File: src/rtl/encoder_calibration_profile_drive_defines.svh
// assertion macros for the encoder calibration and profile drive block
// used by the top level only, needs clk and rst in scope
`ifndef ENCODER_CALIBRATION_PROFILE_DRIVE_DEFINES_SVH
`define ENCODER_CALIBRATION_PROFILE_DRIVE_DEFINES_SVH

// same-cycle implication
`define ECPD_ASSERT_NOW(label, ante, cons, msg) \
  label: assert property (@(posedge clk) disable iff (rst) (ante) |-> (cons)) else $error(msg);

// next-cycle implication
`define ECPD_ASSERT_NEXT(label, ante, cons, msg) \
  label: assert property (@(posedge clk) disable iff (rst) (ante) |=> (cons)) else $error(msg);

`endif

File: src/rtl/ecpd_pkg.sv
// shared types, codes and constants of the encoder calibration and profile drive
// no dependencies
package ecpd_pkg;

  localparam int unsigned NUM_W  = 42;  // divider dividend width
  localparam int unsigned DEN_W  = 17;  // divider divisor width
  localparam int unsigned RAD_W  = 52;  // square root radicand width
  localparam int unsigned ROOT_W = 26;

  localparam logic [15:0] STILL_TICKS        = 16'd40;
  localparam logic [16:0] MAX_SYNC_CORR_UM_S = 17'd100000;
  localparam logic [24:0] MISMATCH_SUM_MM    = 25'd400;
  localparam logic [23:0] MAX_MISMATCH_MM    = 24'd100;
  localparam logic [17:0] STOP_TOL_X2_MM     = 18'd40;

  typedef enum logic [1:0] {
    PH_IDLE   = 2'd0,
    PH_RUN    = 2'd1,
    PH_SETTLE = 2'd2,
    PH_DONE   = 2'd3
  } phase_t;

  typedef enum logic [1:0] {
    FLT_NONE     = 2'd0,
    FLT_TIMEOUT  = 2'd1,
    FLT_MISMATCH = 2'd2
  } fault_t;

  typedef enum logic [2:0] {
    MD_TICK       = 3'd0,
    MD_START_MAN  = 3'd1,
    MD_STOP_MAN   = 3'd2,
    MD_START_AUTO = 3'd3,
    MD_STOP_AUTO  = 3'd4
  } mode_t;

  typedef enum logic [2:0] {
    RG_LEFT_CPM   = 3'd0,
    RG_RIGHT_CPM  = 3'd1,
    RG_MAN_DIST   = 3'd2,
    RG_AUTO_DIST  = 3'd3,
    RG_CRUISE     = 3'd4,
    RG_ACCEL      = 3'd5,
    RG_SYNC_GAIN  = 3'd6,
    RG_TIMEOUT    = 3'd7
  } reg_idx_t;

  typedef enum logic [4:0] {
    SQ_IDLE, SQ_LMUL, SQ_LDIV, SQ_LWAIT, SQ_RMUL, SQ_RDIV, SQ_RWAIT,
    SQ_STILL, SQ_CTRL, SQ_BMUL1, SQ_BMUL2, SQ_SQRT, SQ_SWAIT, SQ_RAMP,
    SQ_CMUL1, SQ_CMUL2, SQ_CORR, SQ_EMIT
  } seq_t;

  typedef struct packed {
    logic [2:0]         mode;
    logic signed [15:0] left_delta;
    logic signed [15:0] right_delta;
  } cmd_t;

  typedef struct packed {
    logic               drive_active;
    logic [1:0]         phase;
    logic [1:0]         fault_code;
    logic signed [23:0] left_speed_um_s;
    logic signed [23:0] right_speed_um_s;
    logic signed [31:0] left_total;
    logic signed [31:0] right_total;
    logic [31:0]        left_measured_cpm;
    logic [31:0]        right_measured_cpm;
    logic [23:0]        left_travel_mm;
    logic [23:0]        right_travel_mm;
  } res_t;

  typedef struct packed {
    logic             start;
    logic [NUM_W-1:0] num;
    logic [DEN_W-1:0] den;
  } div_req_t;

  typedef struct packed {
    logic             done;
    logic [NUM_W-1:0] quo;
  } div_sts_t;

  typedef struct packed {
    logic             start;
    logic [RAD_W-1:0] rad;
  } sqrt_req_t;

  typedef struct packed {
    logic              done;
    logic [ROOT_W-1:0] root;
  } sqrt_sts_t;

endpackage

File: src/rtl/ecpd_div.sv
// restoring divider, one quotient bit per cycle
// depends on ecpd_pkg
module ecpd_div (
  input  logic              clk,
  input  logic              rst,
  input  ecpd_pkg::div_req_t req,
  output ecpd_pkg::div_sts_t sts
);
  import ecpd_pkg::*;

  localparam int unsigned CNT_W = $clog2(NUM_W + 1);

  logic [CNT_W-1:0] cnt;
  logic [DEN_W-1:0] rem;
  logic [NUM_W-1:0] quo;
  logic [DEN_W-1:0] den;
  logic             done;
  logic [DEN_W:0]   rem_sh;
  logic             fits;

  assign rem_sh = {rem, quo[NUM_W-1]};
  assign fits   = rem_sh >= {1'b0, den};

  always_ff @(posedge clk) begin
    if (rst) begin
      cnt  <= '0;
      done <= 1'b0;
    end else if (req.start) begin
      cnt  <= CNT_W'(NUM_W);
      done <= 1'b0;
      rem  <= '0;
      quo  <= req.num;
      den  <= req.den;
    end else begin
      done <= 1'b0;
      if (cnt != '0) begin
        cnt  <= cnt - 1'b1;
        rem  <= fits ? DEN_W'(rem_sh - {1'b0, den}) : rem_sh[DEN_W-1:0];
        quo  <= {quo[NUM_W-2:0], fits};
        done <= (cnt == CNT_W'(1));
      end
    end
  end

  assign sts.done = done;
  assign sts.quo  = quo;

endmodule

File: src/rtl/ecpd_sqrt.sv
// digit-by-digit integer square root, one root bit per cycle
// depends on ecpd_pkg
module ecpd_sqrt (
  input  logic               clk,
  input  logic               rst,
  input  ecpd_pkg::sqrt_req_t req,
  output ecpd_pkg::sqrt_sts_t sts
);
  import ecpd_pkg::*;

  localparam int unsigned CNT_W = $clog2(ROOT_W + 1);
  localparam int unsigned REM_W = ROOT_W + 2;

  logic [CNT_W-1:0]  cnt;
  logic [RAD_W-1:0]  rad;
  logic [REM_W-1:0]  rem;
  logic [ROOT_W-1:0] root;
  logic              done;
  logic [REM_W-1:0]  rem_sh;
  logic [REM_W-1:0]  trial;
  logic              fits;

  assign rem_sh = {rem[REM_W-3:0], rad[RAD_W-1 -: 2]};
  assign trial  = {root, 2'b01};
  assign fits   = rem_sh >= trial;

  always_ff @(posedge clk) begin
    if (rst) begin
      cnt  <= '0;
      done <= 1'b0;
    end else if (req.start) begin
      cnt  <= CNT_W'(ROOT_W);
      done <= 1'b0;
      rad  <= req.rad;
      rem  <= '0;
      root <= '0;
    end else begin
      done <= 1'b0;
      if (cnt != '0) begin
        cnt  <= cnt - 1'b1;
        rad  <= {rad[RAD_W-3:0], 2'b00};
        rem  <= fits ? rem_sh - trial : rem_sh;
        root <= {root[ROOT_W-2:0], fits};
        done <= (cnt == CNT_W'(1));
      end
    end
  end

  assign sts.done = done;
  assign sts.root = root;

endmodule

File: src/rtl/encoder_calibration_profile_drive.sv
// top level of the encoder calibration and trapezoidal profile drive
// depends on ecpd_pkg, ecpd_div, ecpd_sqrt and encoder_calibration_profile_drive_defines.svh
//
//   channel  direction  handshake            payload
//   cmd      in         cmd_valid/cmd_stall  ecpd_pkg::cmd_t
//   res      out        res_valid/res_stall  ecpd_pkg::res_t
//
//   cfg      in         cfg_valid/cfg_ready  cfg_index, cfg_data
//
// a tick or a stop-manual during a run goes through the two 42-bit divisions, and a
//   profile tick also through the 26-bit square root; no new command is taken meanwhile
// rst is synchronous and restores the configuration registers and clears every run state
// while a result waits on res_stall the next command is still taken; the
//   sequencer only holds in its final step until the output register frees
module encoder_calibration_profile_drive (
  input  logic           clk,
  input  logic           rst,
  input  logic           cmd_valid,
  output logic           cmd_stall,
  input  ecpd_pkg::cmd_t cmd,
  output logic           res_valid,
  input  logic           res_stall,
  output ecpd_pkg::res_t res,
  input  logic           cfg_valid,
  output logic           cfg_ready,
  input  logic [2:0]     cfg_index,
  input  logic [15:0]    cfg_data
);
  import ecpd_pkg::*;
  `include "encoder_calibration_profile_drive_defines.svh"

  // configuration registers
  logic [15:0] left_cpm_cfg, right_cpm_cfg, man_dist, auto_dist;
  logic [11:0] cruise;
  logic [13:0] accel;
  logic [15:0] sync_gain, timeout;

  // run state
  seq_t        seq, seq_next;
  phase_t      run_phase;
  fault_t      fault_reg;
  logic        auto_selected;
  logic [31:0] left_sum, right_sum;
  logic [31:0] left_cpm_result, right_cpm_result;
  logic [23:0] left_dist, right_dist;
  logic [22:0] profile_speed;
  logic [15:0] still_count, elapsed_count;

  // per-transaction working registers
  logic [2:0]         mode_q;
  logic               ld_zero, rd_zero;
  logic               active_q;
  logic signed [23:0] lsp_q, rsp_q;

  // shared multiplier
  logic [31:0] mul_a, mul_b;
  logic [63:0] prod;

  div_req_t  div_req;
  div_sts_t  div_sts;
  sqrt_req_t sqrt_req;
  sqrt_sts_t sqrt_sts;

  logic cmd_acc;
  logic res_free;
  logic is_cal;

  assign cfg_ready = 1'b1;
  assign cmd_stall = (seq != SQ_IDLE);
  assign cmd_acc   = cmd_valid && (seq == SQ_IDLE);
  assign res_free  = !res_valid || !res_stall;
  assign is_cal    = (mode_q == MD_STOP_MAN);

  // magnitudes of the totals, the most negative value maps to 2^31
  logic [31:0] l_mag, r_mag;
  assign l_mag = left_sum[31]  ? (~left_sum + 32'd1)  : left_sum;
  assign r_mag = right_sum[31] ? (~right_sum + 32'd1) : right_sum;

  // zero counts per metre or zero distance count as one
  logic [15:0] l_c, r_c, d_c;
  assign l_c = (left_cpm_cfg == '0)  ? 16'd1 : left_cpm_cfg;
  assign r_c = (right_cpm_cfg == '0) ? 16'd1 : right_cpm_cfg;
  assign d_c = (man_dist == '0)      ? 16'd1 : man_dist;

  // control decisions on the current distances
  logic [24:0]        sum2;
  logic signed [24:0] diff;
  logic [23:0]        amag;
  logic [15:0]        el_inc, still_inc;
  logic               t_out, mism, at_target;
  logic signed [26:0] tgt2;

  assign sum2      = {1'b0, left_dist} + {1'b0, right_dist};
  assign diff      = $signed({1'b0, left_dist}) - $signed({1'b0, right_dist});
  assign amag      = diff[24] ? 24'(-diff) : diff[23:0];
  assign el_inc    = (elapsed_count == 16'hFFFF) ? elapsed_count : elapsed_count + 16'd1;
  assign still_inc = (still_count == 16'hFFFF) ? still_count : still_count + 16'd1;
  assign t_out     = el_inc >= timeout;
  assign mism      = (sum2 > MISMATCH_SUM_MM) && (amag > MAX_MISMATCH_MM);
  assign tgt2      = $signed({10'b0, auto_dist, 1'b0}) - $signed({9'b0, STOP_TOL_X2_MM});
  assign at_target = $signed({2'b0, sum2}) >= tgt2;

  logic ctrl_live, go_profile;
  assign ctrl_live  = auto_selected && (run_phase == PH_RUN || run_phase == PH_SETTLE);
  assign go_profile = ctrl_live && !t_out && !mism && (run_phase == PH_RUN) && !at_target;

  // profile ramp arithmetic
  logic [21:0]        cruise_um;
  logic [21:0]        desired;
  logic [16:0]        step;
  logic signed [25:0] sp_s, d_s, st_s, sp_new;
  logic [24:0]        brake_span;

  assign cruise_um  = ({cruise, 10'b0}) - ({6'b0, cruise, 4'b0}) - ({7'b0, cruise, 3'b0});
  assign desired    = (sqrt_sts.root < {4'b0, cruise_um}) ? sqrt_sts.root[21:0] : cruise_um;
  assign step       = {1'b0, accel, 2'b0} + {3'b0, accel};
  assign sp_s       = $signed({3'b0, profile_speed});
  assign d_s        = $signed({4'b0, desired});
  assign st_s       = $signed({9'b0, step});
  assign brake_span = {8'b0, auto_dist, 1'b0} - sum2;

  always_comb begin
    if (sp_s < d_s - st_s) begin
      sp_new = sp_s + st_s;
    end else if (sp_s > d_s + st_s) begin
      sp_new = sp_s - st_s;
    end else begin
      sp_new = d_s;
    end
  end

  // sync correction, clamped to half the speed and to the fixed ceiling
  logic [34:0]        cmag;
  logic [16:0]        lim, cm;
  logic               big;
  logic signed [23:0] sp24, cm24;

  assign cmag = 35'((prod[42:0] + 43'd128) >> 8);
  assign big  = (amag[23:16] != '0) && (sync_gain != '0);
  assign lim  = (profile_speed[22:1] > {5'b0, MAX_SYNC_CORR_UM_S}) ?
                MAX_SYNC_CORR_UM_S : profile_speed[17:1];
  assign cm   = (big || cmag > {18'b0, lim}) ? lim : cmag[16:0];
  assign sp24 = $signed({1'b0, profile_speed});
  assign cm24 = $signed({7'b0, cm});

  // next step of the sequencer
  always_comb begin
    seq_next = seq;
    unique case (seq)
      SQ_IDLE: begin
        if (cmd_acc) begin
          if (cmd.mode == MD_TICK && (run_phase == PH_RUN || run_phase == PH_SETTLE)) begin
            seq_next = SQ_LMUL;
          end else if (cmd.mode == MD_STOP_MAN && run_phase == PH_RUN) begin
            seq_next = SQ_LMUL;
          end else begin
            seq_next = SQ_EMIT;
          end
        end
      end
      SQ_LMUL:  seq_next = SQ_LDIV;
      SQ_LDIV:  seq_next = SQ_LWAIT;
      SQ_LWAIT: if (div_sts.done) seq_next = SQ_RMUL;
      SQ_RMUL:  seq_next = SQ_RDIV;
      SQ_RDIV:  seq_next = SQ_RWAIT;
      SQ_RWAIT: if (div_sts.done) seq_next = is_cal ? SQ_EMIT : SQ_STILL;
      SQ_STILL: seq_next = SQ_CTRL;
      SQ_CTRL:  seq_next = go_profile ? SQ_BMUL1 : SQ_EMIT;
      SQ_BMUL1: seq_next = SQ_BMUL2;
      SQ_BMUL2: seq_next = SQ_SQRT;
      SQ_SQRT:  seq_next = SQ_SWAIT;
      SQ_SWAIT: if (sqrt_sts.done) seq_next = SQ_RAMP;
      SQ_RAMP:  seq_next = SQ_CMUL1;
      SQ_CMUL1: seq_next = SQ_CMUL2;
      SQ_CMUL2: seq_next = SQ_CORR;
      SQ_CORR:  seq_next = SQ_EMIT;
      SQ_EMIT:  if (res_free) seq_next = SQ_IDLE;
      default:  seq_next = SQ_IDLE;
    endcase
  end

  // operands of the shared units
  always_comb begin
    mul_a    = '0;
    mul_b    = '0;
    div_req  = '0;
    sqrt_req = '0;
    unique case (seq)
      SQ_LMUL, SQ_RMUL: begin
        mul_a = (seq == SQ_LMUL) ? l_mag : r_mag;
        mul_b = is_cal ? 32'd1000 : 32'd2000;
      end
      SQ_LDIV, SQ_RDIV: begin
        div_req.start = 1'b1;
        if (is_cal) begin
          div_req.num = prod[NUM_W-1:0] + {27'b0, d_c[15:1]};
          div_req.den = {1'b0, d_c};
        end else if (seq == SQ_LDIV) begin
          div_req.num = prod[NUM_W-1:0] + {26'b0, l_c};
          div_req.den = {l_c, 1'b0};
        end else begin
          div_req.num = prod[NUM_W-1:0] + {26'b0, r_c};
          div_req.den = {r_c, 1'b0};
        end
      end
      SQ_BMUL1: begin
        mul_a = {18'b0, accel};
        mul_b = {14'b0, brake_span[17:0]};
      end
      SQ_BMUL2: begin
        mul_a = prod[31:0];
        mul_b = 32'd1000000;
      end
      SQ_SQRT: begin
        sqrt_req.start = 1'b1;
        sqrt_req.rad   = prod[RAD_W-1:0];
      end
      SQ_CMUL1: begin
        mul_a = {16'b0, sync_gain};
        mul_b = {16'b0, amag[15:0]};
      end
      SQ_CMUL2: begin
        mul_a = prod[31:0];
        mul_b = 32'd1000;
      end
      default: begin
        mul_a = '0;
      end
    endcase
  end

  always_ff @(posedge clk) begin
    prod <= mul_a * mul_b;
  end

  ecpd_div u_div (
    .clk (clk),
    .rst (rst),
    .req (div_req),
    .sts (div_sts)
  );

  ecpd_sqrt u_sqrt (
    .clk (clk),
    .rst (rst),
    .req (sqrt_req),
    .sts (sqrt_sts)
  );

  // configuration writes
  always_ff @(posedge clk) begin
    if (rst) begin
      left_cpm_cfg  <= 16'd8000;
      right_cpm_cfg <= 16'd8000;
      man_dist      <= 16'd1000;
      auto_dist     <= 16'd4000;
      cruise        <= 12'd500;
      accel         <= 14'd500;
      sync_gain     <= 16'd512;
      timeout       <= 16'd6000;
    end else if (cfg_valid && cfg_ready) begin
      unique case (cfg_index)
        RG_LEFT_CPM:  left_cpm_cfg  <= cfg_data;
        RG_RIGHT_CPM: right_cpm_cfg <= cfg_data;
        RG_MAN_DIST:  man_dist      <= cfg_data;
        RG_AUTO_DIST: auto_dist     <= cfg_data;
        RG_CRUISE:    cruise        <= cfg_data[11:0];
        RG_ACCEL:     accel         <= cfg_data[13:0];
        RG_SYNC_GAIN: sync_gain     <= cfg_data;
        RG_TIMEOUT:   timeout       <= cfg_data;
        default:      timeout       <= timeout;
      endcase
    end
  end

  // sequencer and run state
  always_ff @(posedge clk) begin
    if (rst) begin
      seq              <= SQ_IDLE;
      run_phase        <= PH_IDLE;
      fault_reg        <= FLT_NONE;
      auto_selected    <= 1'b0;
      left_sum         <= '0;
      right_sum        <= '0;
      left_cpm_result  <= '0;
      right_cpm_result <= '0;
      left_dist        <= '0;
      right_dist       <= '0;
      profile_speed    <= '0;
      still_count      <= '0;
      elapsed_count    <= '0;
      res_valid        <= 1'b0;
      active_q         <= 1'b0;
      mode_q           <= MD_TICK;
    end else begin
      seq <= seq_next;
      // result register fills as the sequencer leaves its last step
      if (seq == SQ_EMIT && res_free) begin
        res_valid <= 1'b1;
      end else if (res_valid && !res_stall) begin
        res_valid <= 1'b0;
      end
      unique case (seq)
        SQ_IDLE: begin
          if (cmd_acc) begin
            mode_q   <= cmd.mode;
            ld_zero  <= (cmd.left_delta == '0);
            rd_zero  <= (cmd.right_delta == '0);
            active_q <= 1'b0;
            lsp_q    <= '0;
            rsp_q    <= '0;
            unique case (cmd.mode)
              MD_TICK: begin
                if (run_phase == PH_RUN || run_phase == PH_SETTLE) begin
                  left_sum  <= left_sum - 32'(cmd.left_delta);
                  right_sum <= right_sum + 32'(cmd.right_delta);
                end
              end
              MD_START_MAN, MD_START_AUTO: begin
                run_phase        <= PH_RUN;
                fault_reg        <= FLT_NONE;
                auto_selected    <= (cmd.mode == MD_START_AUTO);
                left_sum         <= '0;
                right_sum        <= '0;
                left_cpm_result  <= '0;
                right_cpm_result <= '0;
                left_dist        <= '0;
                right_dist       <= '0;
                profile_speed    <= '0;
                still_count      <= '0;
                elapsed_count    <= '0;
              end
              MD_STOP_AUTO: begin
                if (auto_selected && (run_phase == PH_RUN || run_phase == PH_SETTLE)) begin
                  profile_speed <= '0;
                  fault_reg     <= FLT_NONE;
                  run_phase     <= PH_DONE;
                end
              end
              default: ;
            endcase
          end
        end
        SQ_LWAIT, SQ_RWAIT: begin
          if (div_sts.done) begin
            if (is_cal) begin
              if (seq == SQ_LWAIT) begin
                left_cpm_result <= (div_sts.quo[NUM_W-1:32] != '0) ? '1 : div_sts.quo[31:0];
              end else begin
                right_cpm_result <= (div_sts.quo[NUM_W-1:32] != '0) ? '1 : div_sts.quo[31:0];
                run_phase        <= PH_DONE;
              end
            end else if (seq == SQ_LWAIT) begin
              left_dist <= (div_sts.quo[NUM_W-1:24] != '0) ? '1 : div_sts.quo[23:0];
            end else begin
              right_dist <= (div_sts.quo[NUM_W-1:24] != '0) ? '1 : div_sts.quo[23:0];
            end
          end
        end
        SQ_STILL: begin
          // still ticks count only while an auto run settles
          if (auto_selected && run_phase == PH_SETTLE) begin
            if (ld_zero && rd_zero) begin
              still_count <= still_inc;
              if (still_inc >= STILL_TICKS) begin
                profile_speed <= '0;
                fault_reg     <= FLT_NONE;
                run_phase     <= PH_DONE;
              end
            end else begin
              still_count <= '0;
            end
          end
        end
        SQ_CTRL: begin
          if (ctrl_live) begin
            elapsed_count <= el_inc;
            if (t_out) begin
              profile_speed <= '0;
              fault_reg     <= FLT_TIMEOUT;
              run_phase     <= PH_DONE;
            end else if (mism) begin
              profile_speed <= '0;
              fault_reg     <= FLT_MISMATCH;
              run_phase     <= PH_DONE;
            end else if (run_phase == PH_SETTLE) begin
              active_q <= 1'b1;
            end else if (at_target) begin
              // close enough: hold the wheels and wait for stillness
              profile_speed <= '0;
              still_count   <= '0;
              run_phase     <= PH_SETTLE;
              active_q      <= 1'b1;
            end
          end
        end
        SQ_RAMP: begin
          profile_speed <= sp_new[22:0];
        end
        SQ_CORR: begin
          active_q <= 1'b1;
          lsp_q    <= diff[24] ? sp24 + cm24 : sp24 - cm24;
          rsp_q    <= diff[24] ? sp24 - cm24 : sp24 + cm24;
        end
        default: begin
          active_q <= active_q;
        end
      endcase
    end
  end

  // result register, loaded as the sequencer leaves its last step
  always_ff @(posedge clk) begin
    if (seq == SQ_EMIT && res_free) begin
      res.drive_active       <= active_q;
      res.phase              <= run_phase;
      res.fault_code         <= fault_reg;
      res.left_speed_um_s    <= lsp_q;
      res.right_speed_um_s   <= rsp_q;
      res.left_total         <= left_sum;
      res.right_total        <= right_sum;
      res.left_measured_cpm  <= left_cpm_result;
      res.right_measured_cpm <= right_cpm_result;
      res.left_travel_mm     <= left_dist;
      res.right_travel_mm    <= right_dist;
    end
  end

  `ECPD_ASSERT_NEXT(a_busy_after_accept, cmd_valid && !cmd_stall, cmd_stall, "sequencer idle after a transaction was taken")
  `ECPD_ASSERT_NOW(a_active_phase, res_valid && res.drive_active, res.phase == PH_RUN || res.phase == PH_SETTLE, "drive active outside a run")
  `ECPD_ASSERT_NOW(a_idle_speeds, res_valid && !res.drive_active, res.left_speed_um_s == '0 && res.right_speed_um_s == '0, "speed given without drive")
  `ECPD_ASSERT_NOW(a_fault_done, res_valid && res.fault_code != FLT_NONE, res.phase == PH_DONE, "fault reported while run continues")

endmodule

File: config.mk
export PLATFORM = sky130hd
export DESIGN_NAME = encoder_calibration_profile_drive
export DESIGN_NICKNAME = d
export VERILOG_FILES = /design/src/rtl/ecpd_pkg.sv /design/src/rtl/ecpd_div.sv /design/src/rtl/ecpd_sqrt.sv /design/src/rtl/encoder_calibration_profile_drive.sv
export VERILOG_INCLUDE_DIRS = /design/src /design/src/rtl
export SDC_FILE = /design/constraint.sdc
export NUM_CORES = 2
export LEC_CHECK = 0
export BUFFER_PORTS_ARGS = -buffer_cell sky130_fd_sc_hd__buf_2
export CAP_MARGIN = 10
export CORE_AREA = 2 2 511 513
export CTS_BUF_LIST = sky130_fd_sc_hd__clkbuf_8 sky130_fd_sc_hd__clkbuf_16
export CTS_CLUSTER_SIZE = 16
export DETAILED_ROUTE_END_ITERATION = 6
export DIE_AREA = 0 0 513 515
export SYNTH_ARGS = -nofsm -noshare
export SYNTH_HDL_FRONTEND = slang
export SYNTH_HIERARCHICAL = 1
export SYNTH_SLANG_ARGS = --single-unit
File: constraint.sdc
create_clock -name clk -period 21.8 [get_ports clk]
set_input_delay 1.09 -clock clk [delete_from_list [all_inputs] [get_ports clk]]
set_output_delay 1.09 -clock clk [all_outputs]
set_load 0.02 [all_outputs]
-- After elaboration in Yosys (flattened, before gate mapping)
Cells that the tools add are included.
- register bits: 892
- latch bits: 0
- memory bits (writable): 0
- bits in read-only memories: 0
- memories kept: 0
- add/sub/neg operators: 28
- multiply operators: 1
- divide/modulo/power cells: 0
- order comparisons: 12
- equal/unequal tests: 61
- shift-type cells: 0
- multiplexer cells: 133
- bitwise gates (word level): 6
- reduce and logical (&&, ||, !) cells: 85
- operators with widths (operator ; count):
    32-bit 2-to-1 mux ; 14
    24-bit 2-to-1 mux ; 13
    23-bit 2-to-1 mux ; 12
    32-bit case mux with 2 select lines ; 4
    16-bit 2-to-1 mux ; 15
    24-bit case mux with 2 select lines ; 4
    32-bit case mux with 4 select lines ; 1
    59-bit 2-to-1 mux ; 2
    52-bit 2-to-1 mux ; 2
    20-bit case mux with 5 select lines ; 1
    23-bit case mux with 4 select lines ; 1
    5-bit case mux with 18 select lines ; 1
    42-bit by 16-bit adder with 42-bit output ; 2
    42-bit 2-to-1 mux ; 2
    16-bit zero test ; 5
    26-bit 2-to-1 mux ; 3
    17-bit 2-to-1 mux ; 4
    32-bit by 1-bit adder with 32-bit output (second input constant) ; 2
    32-bit NOT ; 2
    60-bit 2-to-1 mux ; 1
    5-bit 2-to-1 mux ; 11
    53-bit 2-to-1 mux ; 1
    32-bit by 20-bit multiplier with 52-bit output ; 1
    16-bit case mux with 3 select lines ; 1
    other kinds (88) ; 221

-- Longest topological paths before layout
- depth after elaboration: 11
- mapped depth: 54
- mapped depth without buffers: 51

-- By module
Netlist, hierarchy kept.
- modules (own cells, without submodules) (module ; instances ; cells each ; area an instance (um^2)):
    encoder_calibration_profile_drive ; 1 ; 7824 ; 66747.8
    ecpd_sqrt ; 1 ; 518 ; 6047.0
    ecpd_div ; 1 ; 355 ; 4429.2

-- Least setup slack after synthesis
OpenSTA, ideal clock, no wires.
- path kind: input to register
- start point: input port res_stall
- end point: register res[0] in the netlist's numbering, enable pin
- library setup time: 0.892 ns
- data arrival time: 12.041 ns
- required time: 20.908 ns
- path slack: 8.868 ns
- stages: 1
- path buffers: 0
- cell sequence: a21oi_1
- cells in the longest elaborated chain, start to end: 3
- ends and longest elaborated chain (element ; RTL line ; RTL):
    start: declaration ; encoder_calibration_profile_drive.sv:22 ; input logic res_stall,
    1-bit zero test ; encoder_calibration_profile_drive.sv:71 ; assign res_free = !res_valid || !res_stall;
    1-bit logical OR ; encoder_calibration_profile_drive.sv:71 ;
    1-bit logical AND ; encoder_calibration_profile_drive.sv:414 ; if (seq == SQ_EMIT && res_free) begin
    end: declaration ; encoder_calibration_profile_drive.sv:23 ; output ecpd_pkg::res_t res,
No other way between the ends.
A chain may end at the register's enable or synchronous reset.

-- Worst setup path in the final report
- start point: register right_dist[0]
- end point: register prod[49]
- cells in the longest elaborated chain, start to end: 5
- elaborated cells between the ends (all ways): 7
- ends and longest elaborated chain (element ; RTL line ; RTL):
    start: declaration ; encoder_calibration_profile_drive.sv:45 ; logic [23:0] left_dist, right_dist;
    start signal: assignment ; encoder_calibration_profile_drive.sv:356 ; right_dist <= (div_sts.quo[NUM_W-1:24] != '0) ? '1 : div_sts.quo[23:0];
    24-bit by 24-bit subtractor with 25-bit output ; encoder_calibration_profile_drive.sv:94 ; assign diff = $signed({1'b0, left_dist}) - $signed({1'b0, right_dist});
    24-bit negation ; encoder_calibration_profile_drive.sv:95 ; assign amag = diff[24] ? 24'(-diff) : diff[23:0];
    24-bit 2-to-1 mux ; encoder_calibration_profile_drive.sv:95 ;
    20-bit case mux with 5 select lines * ; encoder_calibration_profile_drive.sv:188 ; unique case (seq)
    32-bit by 20-bit multiplier with 52-bit output * ; encoder_calibration_profile_drive.sv:233 ; prod <= mul_a * mul_b;
    end signal: assignment ; encoder_calibration_profile_drive.sv:233 ;
    end: declaration ; encoder_calibration_profile_drive.sv:57 ; logic [63:0] prod;
Mark *: on every way between the ends. The rest lies on a longest branch, timed or not.

==> out/qor.yml <==
yosys:
  yosysTopAreaCellShare: 0.1777
  async_reset_ff_frac: 0
  yosysWarnings: 6
  yosysSeqAreaShare: 0.2900
  synth-edff-count: 457
  synth-main-ff-cell: "edfxtp_1"
  yosys-top-cells-area: "edfxtp_1 (18%), fa_1 (14%), dfxtp_1 (11%)"
  synth_top_area_cell: "edfxtp_1"
  synth_area_um2: 77220
  synthTopCellsByCount: "inv_1 (955), nand2_1 (955), nor2_1 (842)"
  syn_area_per_cell_um2: 8.879
  yosysUniqueCellTypes: 117
  syn_inst: 8697
  synth_seq_cells: 890
hold_path:
  hold_end: "res[196]"
  min_from: "rsp_q[20]"
  hold_class: "reg -> reg"
  min_path_cells: 0
critical_path:
  worst_r2r_endpoint: "prod[49]"
  cp_data_arrival_time_ps: 13720
  cp_max_fo: 16
  critical-path-top-cell-by-count: "fa_1"
  r2r_slack_ps: 8790
  rr_worst_depth: 43
  crit_path_end_kind: "register"
  cp.buffers_inverters: 7
  regToRegStartpoint: "right_dist[0]"
  crit_type: "reg -> reg"
  worstPathRequired_ps: 22510
  crit_path_start_kind: "register"
  critPathTopFamily: "adder cells"
  cpPeakStageDelay_ps: 890
  cp_slowest_cell: "o21ai_2"
clock_tree:
  cts-hold-fix-buffers: 0
  cts_buffers: 101
  clockBufferDepth: 3
  tritoncts: "built"
  clk_pin_slew_ps: 60
  cts_sinks: 890
  h-tree-depth: 3
  cts-resized-gates: 0
  post_cts_buffers: 0
  clock_latency_ps: 780
  cts-root-buf: "clkbuf_16"
timing:
  finalCriticalPeriod_ps: 13010
  final_max_slew_viol_count: 0
  hold_viol: 0
  tightest_slew_ps: 1256
  maxSlewHeadroom: 0.1615
  setup_slack_ps: 8795
  rsz0062_at_grt: "no"
  finalCritPeriodShare: 0.5966
  setup_viol_count_final: 0
  hold_slack_ps: 402.6
  timing.fmax_mhz: 76.89
  skew_ps: 70.89
  fin_setup_tns_ps: 0
pwr:
  finalPower_mw: 8.568
  leakage_nw: 37.58
  power_density_nw_per_um2: 99.30
  ir_drop_mv: 0.08792
die:
  io_pins: 291
  core_um2: 258500
  initial_utilization: 0.2987
  die_x_um: 513
  fp.dieH_um: 515
  die_area_um2: 264200
  fp-row-count: 187
global_route:
  grt_start_max_net_pins: 121
  grt_pass1_vias: 63410
  overflow: 0
  antenna_found_initial: 24
  grt_pass1_wl_um: 383900
  track_usage: 0.1867
route:
  drt_iter0_drc: 5257
  drt-total-wl_um: 251900
  drc: 15
  ant_nets: 0
  first_pass_iters: 7
  wl_per_cell_um: 20.28
  via_per_inst: 5.176
  vias: 64290
cells_and_area:
  largest-register: "res"
  drive_gt1_frac: 0.08860
  post-route-util: 0.3338
  largest_register_ffs: 228
  area_growth_pct: 11.74
  final_cells: 12420
  top_regs: "res: 228 flops, prod: 52 flops, u_sqrt/rad: 52 flops"
  fin_nets: 10160
  design_area_um2: 86290
place:
  hpwlAfterDp_um: 197700
  dp_slack_ps: 8934
  routabilityCongestion: 0.9335
  portBuffers: 289
  placedCellCount: 12220
  place_area_um2: 82780
run_status:
  failed_checks: "design-rule violations"
  status: "complete, but fails checks"
flow_run:
  cap_violations: 0
-- report_power, final --
part           internal (mW)  leakage [nW]  switching (mW)
Sequential              2.18          7.80           0.249
Combinational           1.53          28.0            2.82
Clock                  0.999          1.78           0.783
Total                   4.72          37.6            3.85
-- cell usage in the layout, fill, tap and decap left out, drive strengths merged, types with 52 or more instances in the layout --
cell and count:
a211oi 53, a21o 136, a21oi 660, a22oi 71
and2 91, and3 104, buf 389, clkbuf 118
conb 113, dfxtp 433, edfxtp 457, fa 554
ha 625, inv 986, mux2 113, mux2i 54
nand2 956, nand2b 105, nand3 133, nand3b 52
nor2 843, nor2b 111, nor3 159, nor4 63
o21a 64, o21ai 342, o21bai 55, or3 66
xnor2 275, xor2 166
-- metal layers --
layer | part of all wire | track usage | up-vias
met5 | 0.00012 | 0 | -
li1 | - | - | 30100
met2 | 0.48 | 0.3170 | 1959
met1 | 0.42 | 0.2337 | 31750
met3 | 0.056 | 0.02499 | 476
met4 | 0.051 | 0.08792 | 4
-- kinds of logic (layout without fill, tap and decap cells) --
group,after synthesis,in the layout,synth area share
other,2,125,0.00009725
AOI/OAI and AO/OA,1853,1853,0.1553
adders and majority gates,1183,1183,0.2454
DFF,890,890,0.2900
buffers and inverters,1338,1537,0.06645
muxes,167,167,0.02353
and+or+nand+nor,2823,2823,0.1689
xor gates and xnor gates,441,441,0.05036
-- cell type report --
class                      instances  area (um2)
antenna                           12       30.03
clock buffer                     118        2840
clock inverter                    72       626.9
fill                           26650      172300
inverter                         958        3596
multi-input combinational       6580       50320
sequential                       890       22390
tap                             3402        4257
timing repair buffer             389        2232
-- worst max-delay path by stage --
stage,depth (start not counted),slack [ps],from,end
global placement,43,9120,left_dist[0],prod[49]
global route,44,8100,right_dist[0],prod[51]
finish,43,8790,right_dist[0],prod[49]
floorplan,1,8870,res_stall,res[0]
detailed placement,43,8930,right_dist[0],prod[49]
CTS,43,8910,right_dist[0],prod[49]
Note: power is estimated with default switching activity, not from simulation.
